File: config.mk
export PLATFORM = sky130hd
export DESIGN_NAME = run_length_byte_encoder_core
export DESIGN_NICKNAME = d
export VERILOG_FILES = /design/src/hdl/rlbe_pkg.sv /design/src/hdl/rlbe_ram.sv /design/src/hdl/run_length_byte_encoder_core.sv
export SDC_FILE = /design/constraint.sdc
export NUM_CORES = 2
export LEC_CHECK = 0
export BUFFER_PORTS_ARGS = -buffer_cell sky130_fd_sc_hd__buf_2
export CAP_MARGIN = 15
export CORE_MARGIN = 2
export CORE_UTILIZATION = 48
export DETAILED_ROUTE_END_ITERATION = 12
export HOLD_SLACK_MARGIN = 0.02
export PLACE_DENSITY = 0.66
export REMOVE_ABC_BUFFERS = 1
export SETUP_SLACK_MARGIN = 0.05
export SLEW_MARGIN = 25
export SYNTH_ARGS = -nofsm -noshare
export SYNTH_HDL_FRONTEND = slang
export SYNTH_SLANG_ARGS = --single-unit
export TNS_END_PERCENT = 30
File: constraint.sdc
create_clock -name clk -period 5.4 [get_ports clk]
set_input_delay 1.08 -clock clk [delete_from_list [all_inputs] [get_ports clk]]
set_output_delay 1.08 -clock clk [all_outputs]
set_load 0.01 [all_outputs]
File: src/hdl/rlbe_pkg.sv
// Shared constants for the run-length byte encoder.
package rlbe_pkg;

  localparam int unsigned SYM_W    = 8;
  localparam int unsigned MAX_RUN  = 128;
  localparam int unsigned LEN_W    = $clog2(MAX_RUN + 1);
  localparam int unsigned ADDR_W   = $clog2(MAX_RUN);
  localparam int unsigned TAIL_MAX = 5;
  localparam int unsigned TAIL_W   = $clog2(TAIL_MAX + 1);
  localparam int unsigned TPOS_W   = $clog2(TAIL_MAX);
  // bytes of one transaction: literal header + MAX_RUN literals + tail
  localparam int unsigned IDX_W    = $clog2(MAX_RUN + 1 + TAIL_MAX);
  localparam int unsigned CNT_W    = 3;
  localparam int unsigned OUT_W    = 40;

  localparam logic [SYM_W-1:0] EOD_BYTE     = 8'd128;
  localparam logic [SYM_W-1:0] LIT_ONE_HDR  = 8'd0;
  // 257 - r taken mod 256
  localparam logic [SYM_W-1:0] REP_BASE     = 8'd1;

  typedef logic [TAIL_MAX-1:0][SYM_W-1:0] tail_t;
  typedef logic [3:0][SYM_W-1:0]          word_t;

endpackage

File: src/hdl/rlbe_ram.sv
// Generic single-port-write, single-port-read RAM with registered read.
module rlbe_ram #(
  parameter int unsigned WIDTH = 8,
  parameter int unsigned DEPTH = 128
) (
  input  logic                     clk,
  input  logic                     wr_en,
  input  logic [$clog2(DEPTH)-1:0] wr_addr,
  input  logic [WIDTH-1:0]         wr_data,
  input  logic [$clog2(DEPTH)-1:0] rd_addr,
  output logic [WIDTH-1:0]         rd_data
);

  logic [WIDTH-1:0] mem [DEPTH];

  always_ff @(posedge clk) begin
    if (wr_en) begin
      mem[wr_addr] <= wr_data;
    end
    rd_data <= mem[rd_addr];
  end

endmodule

File: src/hdl/run_length_byte_encoder_core.sv
// Run-length byte encoder top level: decode, literal RAM, byte sequencer, packer.
// A symbol that emits k bytes is taken while the sequencer is idle; then one byte per cycle
//   leaves the sequencer, unless a full word waits for the output slot to free.
// No new symbol is taken until the last byte is out (k up to 132 on a full literal flush
//   at stream end); a symbol that emits nothing leaves the encoder idle for the next one.
// Reset (rst, synchronous, active high) clears run state, sequencer and output valid;
//   the literal RAM is not cleared, as entries are always written before being read.
module run_length_byte_encoder_core (
  input  logic        clk,
  input  logic        rst,
  // input stream
  input  logic        s_tvalid,
  output logic        s_tready,
  input  logic [7:0]  s_tdata,   // [7:0] symbol
  input  logic        s_tlast,   // final_symbol
  // result stream
  output logic        m_tvalid,
  input  logic        m_tready,
  output logic [39:0] m_tdata,   // [31:0] packed_bytes, [34:32] byte_count, [39:35] zero
  output logic        m_tlast,   // burst_end
  output logic        m_tuser    // stream_done
);

  typedef enum logic {ST_IDLE, ST_RUN} state_t;

  localparam int unsigned SW = rlbe_pkg::SYM_W;
  localparam int unsigned LW = rlbe_pkg::LEN_W;
  localparam int unsigned AW = rlbe_pkg::ADDR_W;
  localparam int unsigned IW = rlbe_pkg::IDX_W;
  localparam int unsigned TW = rlbe_pkg::TAIL_W;

  // ---------------------------------------------------------------------------
  // Run state
  // ---------------------------------------------------------------------------
  state_t           state;
  logic [SW-1:0]    held_symbol;
  logic             held_valid;
  logic [LW-1:0]    run_length;
  logic             run_is_repeat;

  // Per-transaction byte program, latched on accept
  logic [LW-1:0]    lit_n;       // literals to flush (0 = none)
  logic [IW-1:0]    lit_len;     // header + literals
  rlbe_pkg::tail_t  tail;        // fixed bytes after the literal run
  logic [IW-1:0]    last_idx;
  logic             fin;
  logic [IW-1:0]    idx;

  // Packer
  logic [2:0][SW-1:0] acc;
  logic [1:0]         cnt;

  wire in_acc = s_tvalid && s_tready;
  wire [SW-1:0] sym = s_tdata;

  assign s_tready = (state == ST_IDLE);

  // ---------------------------------------------------------------------------
  // Decode of one symbol: next run state and the bytes it releases
  // ---------------------------------------------------------------------------
  logic [SW-1:0]   held_symbol_next;
  logic            held_valid_next;
  logic [LW-1:0]   run_length_next;
  logic            run_is_repeat_next;
  logic [LW-1:0]   d_lit_n;
  rlbe_pkg::tail_t d_tail;
  logic [TW-1:0]   d_tail_n;
  logic [IW-1:0]   d_lit_len;
  logic [IW-1:0]   d_total;
  logic [LW-1:0]   len_inc;
  logic            ram_wr_en;

  always_comb begin
    held_symbol_next   = held_symbol;
    held_valid_next    = held_valid;
    run_length_next    = run_length;
    run_is_repeat_next = run_is_repeat;
    d_lit_n            = '0;
    d_tail             = '0;
    d_tail_n           = '0;
    ram_wr_en          = 1'b0;
    len_inc            = run_length + LW'(1);

    if (!held_valid) begin
      // stream start: only hold the symbol
      held_symbol_next   = sym;
      held_valid_next    = 1'b1;
      run_length_next    = '0;
      run_is_repeat_next = 1'b0;
    end else if (run_is_repeat) begin
      if (sym == held_symbol && run_length < LW'(rlbe_pkg::MAX_RUN)) begin
        run_length_next = len_inc;
      end else begin
        // run broken or full: emit it, start over with this symbol
        d_tail[0]          = rlbe_pkg::REP_BASE - run_length[SW-1:0];
        d_tail[1]          = held_symbol;
        d_tail_n           = TW'(2);
        held_symbol_next   = sym;
        run_length_next    = '0;
        run_is_repeat_next = 1'b0;
      end
    end else if (sym == held_symbol) begin
      // equal pair closes the literal run and opens a repeat
      d_lit_n            = run_length;
      run_is_repeat_next = 1'b1;
      run_length_next    = LW'(2);
    end else begin
      // held symbol joins the literal run
      ram_wr_en        = 1'b1;
      held_symbol_next = sym;
      if (len_inc == LW'(rlbe_pkg::MAX_RUN)) begin
        d_lit_n         = len_inc;
        run_length_next = '0;
      end else begin
        run_length_next = len_inc;
      end
    end

    if (s_tlast) begin
      if (run_is_repeat_next) begin
        d_tail[d_tail_n[rlbe_pkg::TPOS_W-1:0]] =
          rlbe_pkg::REP_BASE - run_length_next[SW-1:0];
        d_tail_n = d_tail_n + TW'(1);
      end else begin
        if (run_length_next != '0) begin
          d_lit_n = run_length_next;
        end
        // last symbol always goes out as its own literal
        d_tail[d_tail_n[rlbe_pkg::TPOS_W-1:0]] = rlbe_pkg::LIT_ONE_HDR;
        d_tail_n = d_tail_n + TW'(1);
      end
      d_tail[d_tail_n[rlbe_pkg::TPOS_W-1:0]] = held_symbol_next;
      d_tail_n = d_tail_n + TW'(1);
      d_tail[d_tail_n[rlbe_pkg::TPOS_W-1:0]] = rlbe_pkg::EOD_BYTE;
      d_tail_n = d_tail_n + TW'(1);
      held_symbol_next   = '0;
      held_valid_next    = 1'b0;
      run_length_next    = '0;
      run_is_repeat_next = 1'b0;
    end

    d_lit_len = (d_lit_n == '0) ? '0 : IW'(d_lit_n) + IW'(1);
    d_total   = d_lit_len + IW'(d_tail_n);
  end

  // ---------------------------------------------------------------------------
  // Byte sequencer and packer
  // ---------------------------------------------------------------------------
  logic [SW-1:0] rd_data;
  logic [AW-1:0] rd_addr;
  logic [IW-1:0] idx_m1;
  logic [IW-1:0] tail_off;
  logic [SW-1:0] cur_byte;
  logic          is_last;
  logic          word_flush;
  logic          out_free;
  logic          advance;
  rlbe_pkg::word_t wv;

  always_comb begin
    idx_m1   = idx - IW'(1);
    tail_off = idx - lit_len;
    if (idx < lit_len) begin
      cur_byte = (idx == '0) ? (lit_n[SW-1:0] - SW'(1)) : rd_data;
    end else begin
      cur_byte = tail[tail_off[rlbe_pkg::TPOS_W-1:0]];
    end
    is_last    = (idx == last_idx);
    word_flush = (cnt == 2'd3) || is_last;
    out_free   = !m_tvalid || m_tready;
    advance    = (state == ST_RUN) && (!word_flush || out_free);
    // RAM data of the next cycle must match the byte index then in effect
    rd_addr    = advance ? idx[AW-1:0] : idx_m1[AW-1:0];
    wv         = {{SW{1'b0}}, acc};
    wv[cnt]    = cur_byte;
  end

  rlbe_ram #(
    .WIDTH (rlbe_pkg::SYM_W),
    .DEPTH (rlbe_pkg::MAX_RUN)
  ) u_lit_ram (
    .clk     (clk),
    .wr_en   (in_acc && ram_wr_en),
    .wr_addr (run_length[AW-1:0]),
    .wr_data (held_symbol),
    .rd_addr (rd_addr),
    .rd_data (rd_data)
  );

  always_ff @(posedge clk) begin
    if (rst) begin
      state         <= ST_IDLE;
      held_symbol   <= '0;
      held_valid    <= 1'b0;
      run_length    <= '0;
      run_is_repeat <= 1'b0;
      idx           <= '0;
      cnt           <= '0;
      acc           <= '0;
      m_tvalid      <= 1'b0;
    end else begin
      if (in_acc) begin
        held_symbol   <= held_symbol_next;
        held_valid    <= held_valid_next;
        run_length    <= run_length_next;
        run_is_repeat <= run_is_repeat_next;
        lit_n         <= d_lit_n;
        lit_len       <= d_lit_len;
        tail          <= d_tail;
        last_idx      <= d_total - IW'(1);
        fin           <= s_tlast;
        idx           <= '0;
        if (d_total != '0) begin
          state <= ST_RUN;
        end
      end

      if (advance) begin
        idx <= idx + IW'(1);
        if (word_flush) begin
          m_tdata  <= {5'b0, {1'b0, cnt} + 3'd1, wv};
          m_tlast  <= is_last;
          m_tuser  <= is_last && fin;
          acc      <= '0;
          cnt      <= '0;
        end else begin
          acc <= wv[2:0];
          cnt <= cnt + 2'd1;
        end
        if (is_last) begin
          state <= ST_IDLE;
        end
      end

      // a new word takes the output slot; otherwise it empties on a transaction
      if (advance && word_flush) begin
        m_tvalid <= 1'b1;
      end else if (m_tready) begin
        m_tvalid <= 1'b0;
      end
    end
  end

endmodule

**After elaboration in Yosys (flattened, before gate mapping)**

Memory sizes are Yosys's and may differ from the RTL's. A register that Yosys moved wholly into a read port is not among the register bits.
Cells that the tools add are included.

- Add/sub/neg operators: 15
- $mul: 0
- Divide/modulo/power cells: 0
- Order comparisons: 11
- Equality and inequality tests: 4
- Shift-type cells: 0
- Multiplexer cells: 67
- Bitwise operators: 7
- Reduce and logical (&&, ||, !) cells: 23

Operators with widths:

| cell | count |
|---|---|
| two-way mux 8 bit | 28 |
| bitwise mux 40 bit | 2 |
| two-way mux 40 bit | 2 |
| demux 8 bit (select 3 bit) | 3 |
| two-way mux 16 bit | 4 |
| bitwise AND 16 x 40 -> 40 bit | 1 |
| NOT 40 bit | 1 |
| bitwise AND 35 bit | 1 |
| NOT 35 bit | 1 |
| bitwise mux 32 bit | 1 |
| adder 8 x 1 -> 8 bit (second input constant) | 3 |
| binary-select mux 8 bit (select 3 bit) | 1 |
| two-way mux 24 bit | 1 |
| two-way mux 1 bit | 17 |
| demux 8 bit (select 2 bit) | 1 |
| equality test 8 bit | 2 |
| logical NOT 8 bit | 2 |
| less-than comparator 3 x 4 -> 1 bit (second input constant) | 4 |
| nonzero test 8 bit | 2 |
| subtractor 1 x 8 -> 8 bit (first input constant) | 2 |
| subtractor 8 x 1 -> 8 bit (second input constant) | 2 |
| logical AND 1 bit | 10 |
| adder 3 x 1 -> 3 bit (second input constant) | 3 |
| >= comparator 3 x 1 -> 1 bit (second input constant) | 3 |
| 21 further kinds | 30 |

- Register bits after elaboration: 156
- Latch bits: 0
- RAM bits: 1,024
- ROM bits: 0
- Output and inout port bits: 44
- Memories kept: 1

Memories:

| memory | depth | bits a word | rd ports | clocked after memory_dff | write ports | line | text |
|---|---|---|---|---|---|---|---|
| u_lit_ram.mem | 128 | 8 | 1 | 1 | 1 | rlbe_ram.sv:14 | `logic [WIDTH-1:0] mem [DEPTH];` |

**Logic depth before layout (Yosys ltp)**

- Depth in word-level cells: 18
- Depth in mapped cells: 24
- Mapped depth without buffers: 23

**Hierarchy**

Synthesis repeated with hierarchy kept, for this count alone.

- Cell total of the unflattened synthesis: 2,438
- Area total of the unflattened synthesis: 47,593.1 sq um

By module, submodules not included:

| module | instances | cells an instance | area each (sq um) |
|---|---|---|---|
| rlbe_ram | 1 | 1,635 | 39,665.5 |
| run_length_byte_encoder_core | 1 | 803 | 7,927.6 |

**Worst setup path after synthesis**

Ideal clock, no wire load.

- Kind: flip-flop to flip-flop
- From: register held_symbol[1]
- To: register last_idx[7] (data pin)
- Arrival: 5.618 ns
- Data required time: 5.138 ns
- Slack: -0.480 ns
- Cell stages (with the launch flop): 22
- Buffers on the path: 1
- Clock period less this slack: 5.880 ns
- Cells stage by stage: dfxtp_1 xnor2_1 and4_1 nand2_1 clkbuf_1 o21ai_0 a31oi_1 o31a_1 ha_1 o31ai_1 a21oi_1 and3_1 nor2_1 ha_1 fa_1 a21oi_1 a31oi_1 nor2_1 mux2i_1 or4_1 a21oi_2 xnor2_1

- Longest elaborated chain between the ends: 13

Ends and longest elaborated chain:

| item | line | text |
|---|---|---|
| start, declared | run_length_byte_encoder_core.sv:36 | `logic [SW-1:0] held_symbol;` |
| start signal, assigned | run_length_byte_encoder_core.sv:203 | `held_symbol <= held_symbol_next;` |
| equality test 8 bit * | run_length_byte_encoder_core.sv:91, run_length_byte_encoder_core.sv:102 |  |
| logical AND 1 bit | run_length_byte_encoder_core.sv:91 | `if (sym == held_symbol && run_length < LW'(rlbe_pkg::MAX_RUN)) begin` |
| two-way mux 8 bit | run_length_byte_encoder_core.sv:91 |  |
| two-way mux 8 bit | run_length_byte_encoder_core.sv:90 | `end else if (run_is_repeat) begin` |
| two-way mux 8 bit | run_length_byte_encoder_core.sv:84 | `if (!held_valid) begin` |
| nonzero test 8 bit | run_length_byte_encoder_core.sv:125 | `if (run_length_next != '0) begin` |
| two-way mux 8 bit | run_length_byte_encoder_core.sv:125 |  |
| two-way mux 8 bit | run_length_byte_encoder_core.sv:120 | `if (run_is_repeat_next) begin` |
| two-way mux 8 bit * | run_length_byte_encoder_core.sv:119 | `if (s_tlast) begin` |
| adder 8 x 1 -> 8 bit or logical NOT 8 bit (tied branches) | run_length_byte_encoder_core.sv:142 | `d_lit_len = (d_lit_n == '0) ? '0 : IW'(d_lit_n) + IW'(1);` |
| two-way mux 8 bit * | run_length_byte_encoder_core.sv:142 |  |
| named net d_lit_len[0] | run_length_byte_encoder_core.sv:68 | `logic [IW-1:0] d_lit_len;` |
| adder 8 x 3 -> 8 bit * | run_length_byte_encoder_core.sv:143 | `d_total = d_lit_len + IW'(d_tail_n);` |
| subtractor 8 x 1 -> 8 bit * | run_length_byte_encoder_core.sv:210 | `last_idx <= d_total - IW'(1);` |
| end signal, assigned | run_length_byte_encoder_core.sv:210 |  |
| end, declared | run_length_byte_encoder_core.sv:45 | `logic [IW-1:0] last_idx;` |

Mark *: on every way through the listed nets, which the timed path passes. The rest lies on a longest branch. The select of a mux whose other input is x is not followed.
A chain may end at the register's enable or synchronous reset.

**Worst setup path after layout**

- From: register run_length[1]
- To: register last_idx[7] (data pin)

- Longest elaborated chain between the ends: 14

Ends and longest elaborated chain:

| item | line | text |
|---|---|---|
| start, declared | run_length_byte_encoder_core.sv:38 | `logic [LW-1:0] run_length;` |
| start signal, assigned | run_length_byte_encoder_core.sv:205 | `run_length <= run_length_next;` |
| adder 8 x 1 -> 8 bit | run_length_byte_encoder_core.sv:82 | `len_inc = run_length + LW'(1);` |
| equality test 8 bit | run_length_byte_encoder_core.sv:111 | `if (len_inc == LW'(rlbe_pkg::MAX_RUN)) begin` |
| two-way mux 8 bit | run_length_byte_encoder_core.sv:111 |  |
| two-way mux 8 bit | run_length_byte_encoder_core.sv:102 | `end else if (sym == held_symbol) begin` |
| two-way mux 8 bit | run_length_byte_encoder_core.sv:90 |  |
| two-way mux 8 bit | run_length_byte_encoder_core.sv:84 |  |
| nonzero test 8 bit | run_length_byte_encoder_core.sv:125 |  |
| two-way mux 8 bit | run_length_byte_encoder_core.sv:125 |  |
| two-way mux 8 bit | run_length_byte_encoder_core.sv:120 |  |
| two-way mux 8 bit * | run_length_byte_encoder_core.sv:119 |  |
| adder 8 x 1 -> 8 bit or logical NOT 8 bit (tied branches) | run_length_byte_encoder_core.sv:142 |  |
| two-way mux 8 bit * | run_length_byte_encoder_core.sv:142 |  |
| named net d_lit_len[0] | run_length_byte_encoder_core.sv:68 |  |
| adder 8 x 3 -> 8 bit * | run_length_byte_encoder_core.sv:143 |  |
| subtractor 8 x 1 -> 8 bit * | run_length_byte_encoder_core.sv:210 |  |

Marks and branches as above.

==> flow_metrics.py <==
metrics = {
    "status": {
        "status": "finished clean",
    },
    "sta": {
        "skew_ns": 0.0555,
        "grt_setup_unrepaired": "no",
        "whs_ns": 0.513,
        "setup_viol": 0,
        "drv_slew": 0,
        "fin_crit_sh": 0.900,
        "min_period_ns": 4.86,
        "tightest_slew_ns": 1.09,
        "tns_ns": 0,
        "fmax_ghz": 0.206,
        "relSlewSlack": 0.271,
        "hold_violations": 0,
    },
    "synthesis": {
        "synth_edf_count": 1119,
        "avgSynthCellArea_um2": 18.1,
        "netlist_instances": 2654,
        "synth-seq-area-share": 0.727,
        "synth_seq_cells": 1181,
        "yosysUniqueCellTypes": 83,
        "ys.flop_type": "edfxtp_1",
        "async_flop_share": 0,
        "ys_warn_count": 0,
        "syn_area_um2": 47900,
    },
    "placement": {
        "dpl.cell_count": 3991,
        "io_buffers": 51,
        "gp_congestion": 0.904,
        "hpwl_um": 72600,
        "placed_area_um2": 50400,
    },
    "clocking": {
        "cts_buffers": 116,
        "cts_root_buf": "clkbuf_16",
        "htree_num_levels": 3,
        "cts_tree": "yes",
        "cts.reportedPaths.clkPinSlew_ns": 0.06,
        "clockBufferDepth": 3,
        "insertion_delay_ns": 0.73,
        "cts_sinks": 1181,
    },
    "critical_path": {
        "start_kind": "register",
        "arrival_ns": 5.32,
        "required_ns": 5.86,
        "critical_path_class": "register to register",
        "crit_fanout": 8,
        "end_kind": "register",
    },
    "cells_and_area": {
        "n_fill_cell": 7480,
        "fin_nets": 2870,
        "num_antenna_cells": 0,
        "area_delta_synth_final_pct": 13.2,
        "final_area_um2": 54200,
        "multi_input_area_um2": 12500,
        "postLayoutCoreUtil": 0.550,
        "final_cells": 4210,
        "layout-drive-gt1-share": 0.221,
        "register_area_um2": 34900,
    },
    "pwr": {
        "p_per_area_nw_per_um2": 379,
        "p_seq_frac": 0.493,
        "netSwitchingFraction": 0.240,
        "power_leakage_nw": 19.4,
        "combPwrFrac": 0.122,
        "p_switching_mw": 4.94,
        "p_int_mw": 15.6,
        "p_clk_frac": 0.385,
        "vdd_ir_drop_max_uv": 272,
    },
    "drt": {
        "drtIter0Drc": 3045,
        "postRouteAntennaNets": 0,
        "via_count": 25600,
        "first_pass_iters": 6,
        "wl_um": 114000,
        "wl_per_cell_um": 27.0,
        "vias_per_cell": 6.07,
        "route.detailed.drc": 0,
    },
    "grt": {
        "grt_overflow": 0,
        "grt_max_degree": 89,
        "grt_pass1_vias": 25600,
        "grtUsageTotal": 0.222,
        "grt_pass1_wl_um": 169000,
        "antenna_found_initial": 1,
    },
    "worst_hold_path": {
        "hold_class": "register to register",
    },
    "die": {
        "io_pins": 57,
        "start_util": 0.485,
        "dieArea_um2": 102000,
        "die_w_um": 320,
        "core-area_um2": 98700,
        "die_h_um": 320,
        "num_rows": 115,
    },
    "flow_run": {
        "maxCapViolations": 0,
    },
}
## area by class of cell
class                   instances  share of cell area
well taps                    1287              0.0297
clock buffers                 154              0.0567
inverters                      32             0.00226
multi-input cells            1313               0.231
repair buffers                180              0.0255
clock inverters                63              0.0121
flip-flops and latches       1181               0.643
## through the flow
| step | power, mW | setup WS (ns) |
|---|---|---|
| CTS | 20.7 | 0.277 |
| global route | 21.2 | 0.0559 |
| floorplan | 12.9 | -12.93 |
| finish | 20.6 | 0.539 |
| global placement | 12.8 | 0.192 |
| detailed placement | 12.8 | 0.0835 |
## registers in the layout, indices dropped and copies added (netlist names), 2 cells and up
name	flops
acc	24
cnt	2
held_symbol	8
idx	8
last_idx	8
lit_len	8
lit_n	8
m_tdata	35
run_length	8
tail	33
u_lit_ram.mem	1024
u_lit_ram.rd_data	8
## power by group through the flow
| stage | Combinational [mW] | Sequential, mW | Clock (mW) |
|---|---|---|---|
| finish | 2.51 | 10.1 | 7.92 |
| global route | 2.67 | 10.1 | 8.38 |
| CTS | 2.52 | 10.1 | 8.04 |
| detailed placement | 2.51 | 10.3 | 0 |
| global placement | 2.48 | 10.3 | 0 |
| floorplan | 2.56 | 10.4 | 0 |
## cells in the final DEF (no fill, tap or decap), drive strengths merged, types with 31 or more instances in the layout
master / n
mux4: 248
mux2i: 139
buf: 180
nor2: 240
dfxtp: 62
inv: 34
a22oi: 34
xnor2: 31
edfxtp: 1119
o22ai: 63
ha: 31
clkbuf: 154
clkinv: 49
nand3: 50
nand2: 142
a21oi: 53
## per-layer routing
metal  up-vias  GRT usage  share of wire
met5         -          0              0
met4         0     0.0718          0.031
met3       205     0.0340          0.067
met2      1031      0.358           0.48
met1     13400      0.315           0.42
li1      11000          -              -
## final timing paths
kind / start / depth (start not counted) / endpoint / slack [ns]
worst min-delay path: acc[21] / 2 / acc[21] / 0.51
worst max register to register: run_length[1] / 23 / last_idx[7] / 0.54
worst min register to register: acc[21] / 2 / acc[21] / 0.51
worst max-delay path: run_length[1] / 23 / last_idx[7] / 0.54
## Yosys cell counts, types with 4 or more instances
| library cell | instances | area, um^2 |
|---|---|---|
| o31ai_1 | 6 | 45.0 |
| buf_2 | 27 | 135 |
| o21ai_0 | 28 | 140 |
| mux2i_1 | 138 | 1380 |
| inv_1 | 29 | 109 |
| a22oi_1 | 34 | 255 |
| a21boi_0 | 4 | 30.0 |
| dfxtp_1 | 62 | 1240 |
| nor4_1 | 21 | 131 |
| a31oi_1 | 10 | 62.6 |
| edfxtp_1 | 1119 | 33600 |
| buf_4 | 10 | 75.1 |
| ha_1 | 31 | 388 |
| nor3b_1 | 12 | 90.1 |
| mux4_2 | 248 | 5590 |
| and3_1 | 7 | 43.8 |
| nand2_1 | 142 | 533 |
| a311o_1 | 5 | 50.1 |
| nand4_1 | 11 | 68.8 |
| o22ai_1 | 63 | 394 |
| o21a_1 | 7 | 52.6 |
| xor2_1 | 26 | 228 |
| nor2b_1 | 20 | 125 |
| nor2_1 | 239 | 897 |
| clkbuf_1 | 88 | 330 |
| nor3_1 | 14 | 70.1 |
| buf_1 | 13 | 48.8 |
| and2_1 | 12 | 75.1 |
| a221oi_1 | 8 | 70.1 |
| nand2b_1 | 6 | 37.5 |
| nor4b_1 | 4 | 35.0 |
| nand3_1 | 50 | 250 |
| a21oi_1 | 51 | 255 |
| a311oi_1 | 6 | 52.6 |
| xnor2_1 | 30 | 263 |
## cell families (layout without fill, tap and decap cells)
group / Yosys count / after routing / synth area share
flops: 1181 / 1181 / 0.727
simple gates: 563 / 563 / 0.0545
mux: 389 / 389 / 0.146
compound gates: 257 / 257 / 0.0365
buf+inv: 171 / 429 / 0.0151
xor+xnor: 59 / 59 / 0.0113
fa+ha+maj: 33 / 33 / 0.00893
other cells: 1 / 12 / 0.0000783
## critical path, cell delays in order, from the launching register on
cell	delay, ns
dfxtp_2	0.47
ha_4	0.24
nand2_1	0.08
or3_1	0.40
nand4_2	0.16
nor3b_4	0.08
nor3b_1	0.20
o31ai_1	0.09
a31oi_1	0.18
o31a_1	0.20
ha_1	0.16
o31ai_1	0.06
a21oi_1	0.21
and3_1	0.21
nor2_1	0.06
ha_1	0.21
fa_1	0.43
a21oi_1	0.18
a31oi_1	0.10
nor2_1	0.13
mux2i_1	0.10
or4_1	0.47
a21oi_2	0.16
xnor2_1	0.07
## what timing repair did
item / CTS / global route
resized for setup: 0 / 13
buffers inserted: 0 / 1
hold buffers: 0 / 0
setup endpoints to repair: 0 / 6
Power figures use the tool's default switching activity.
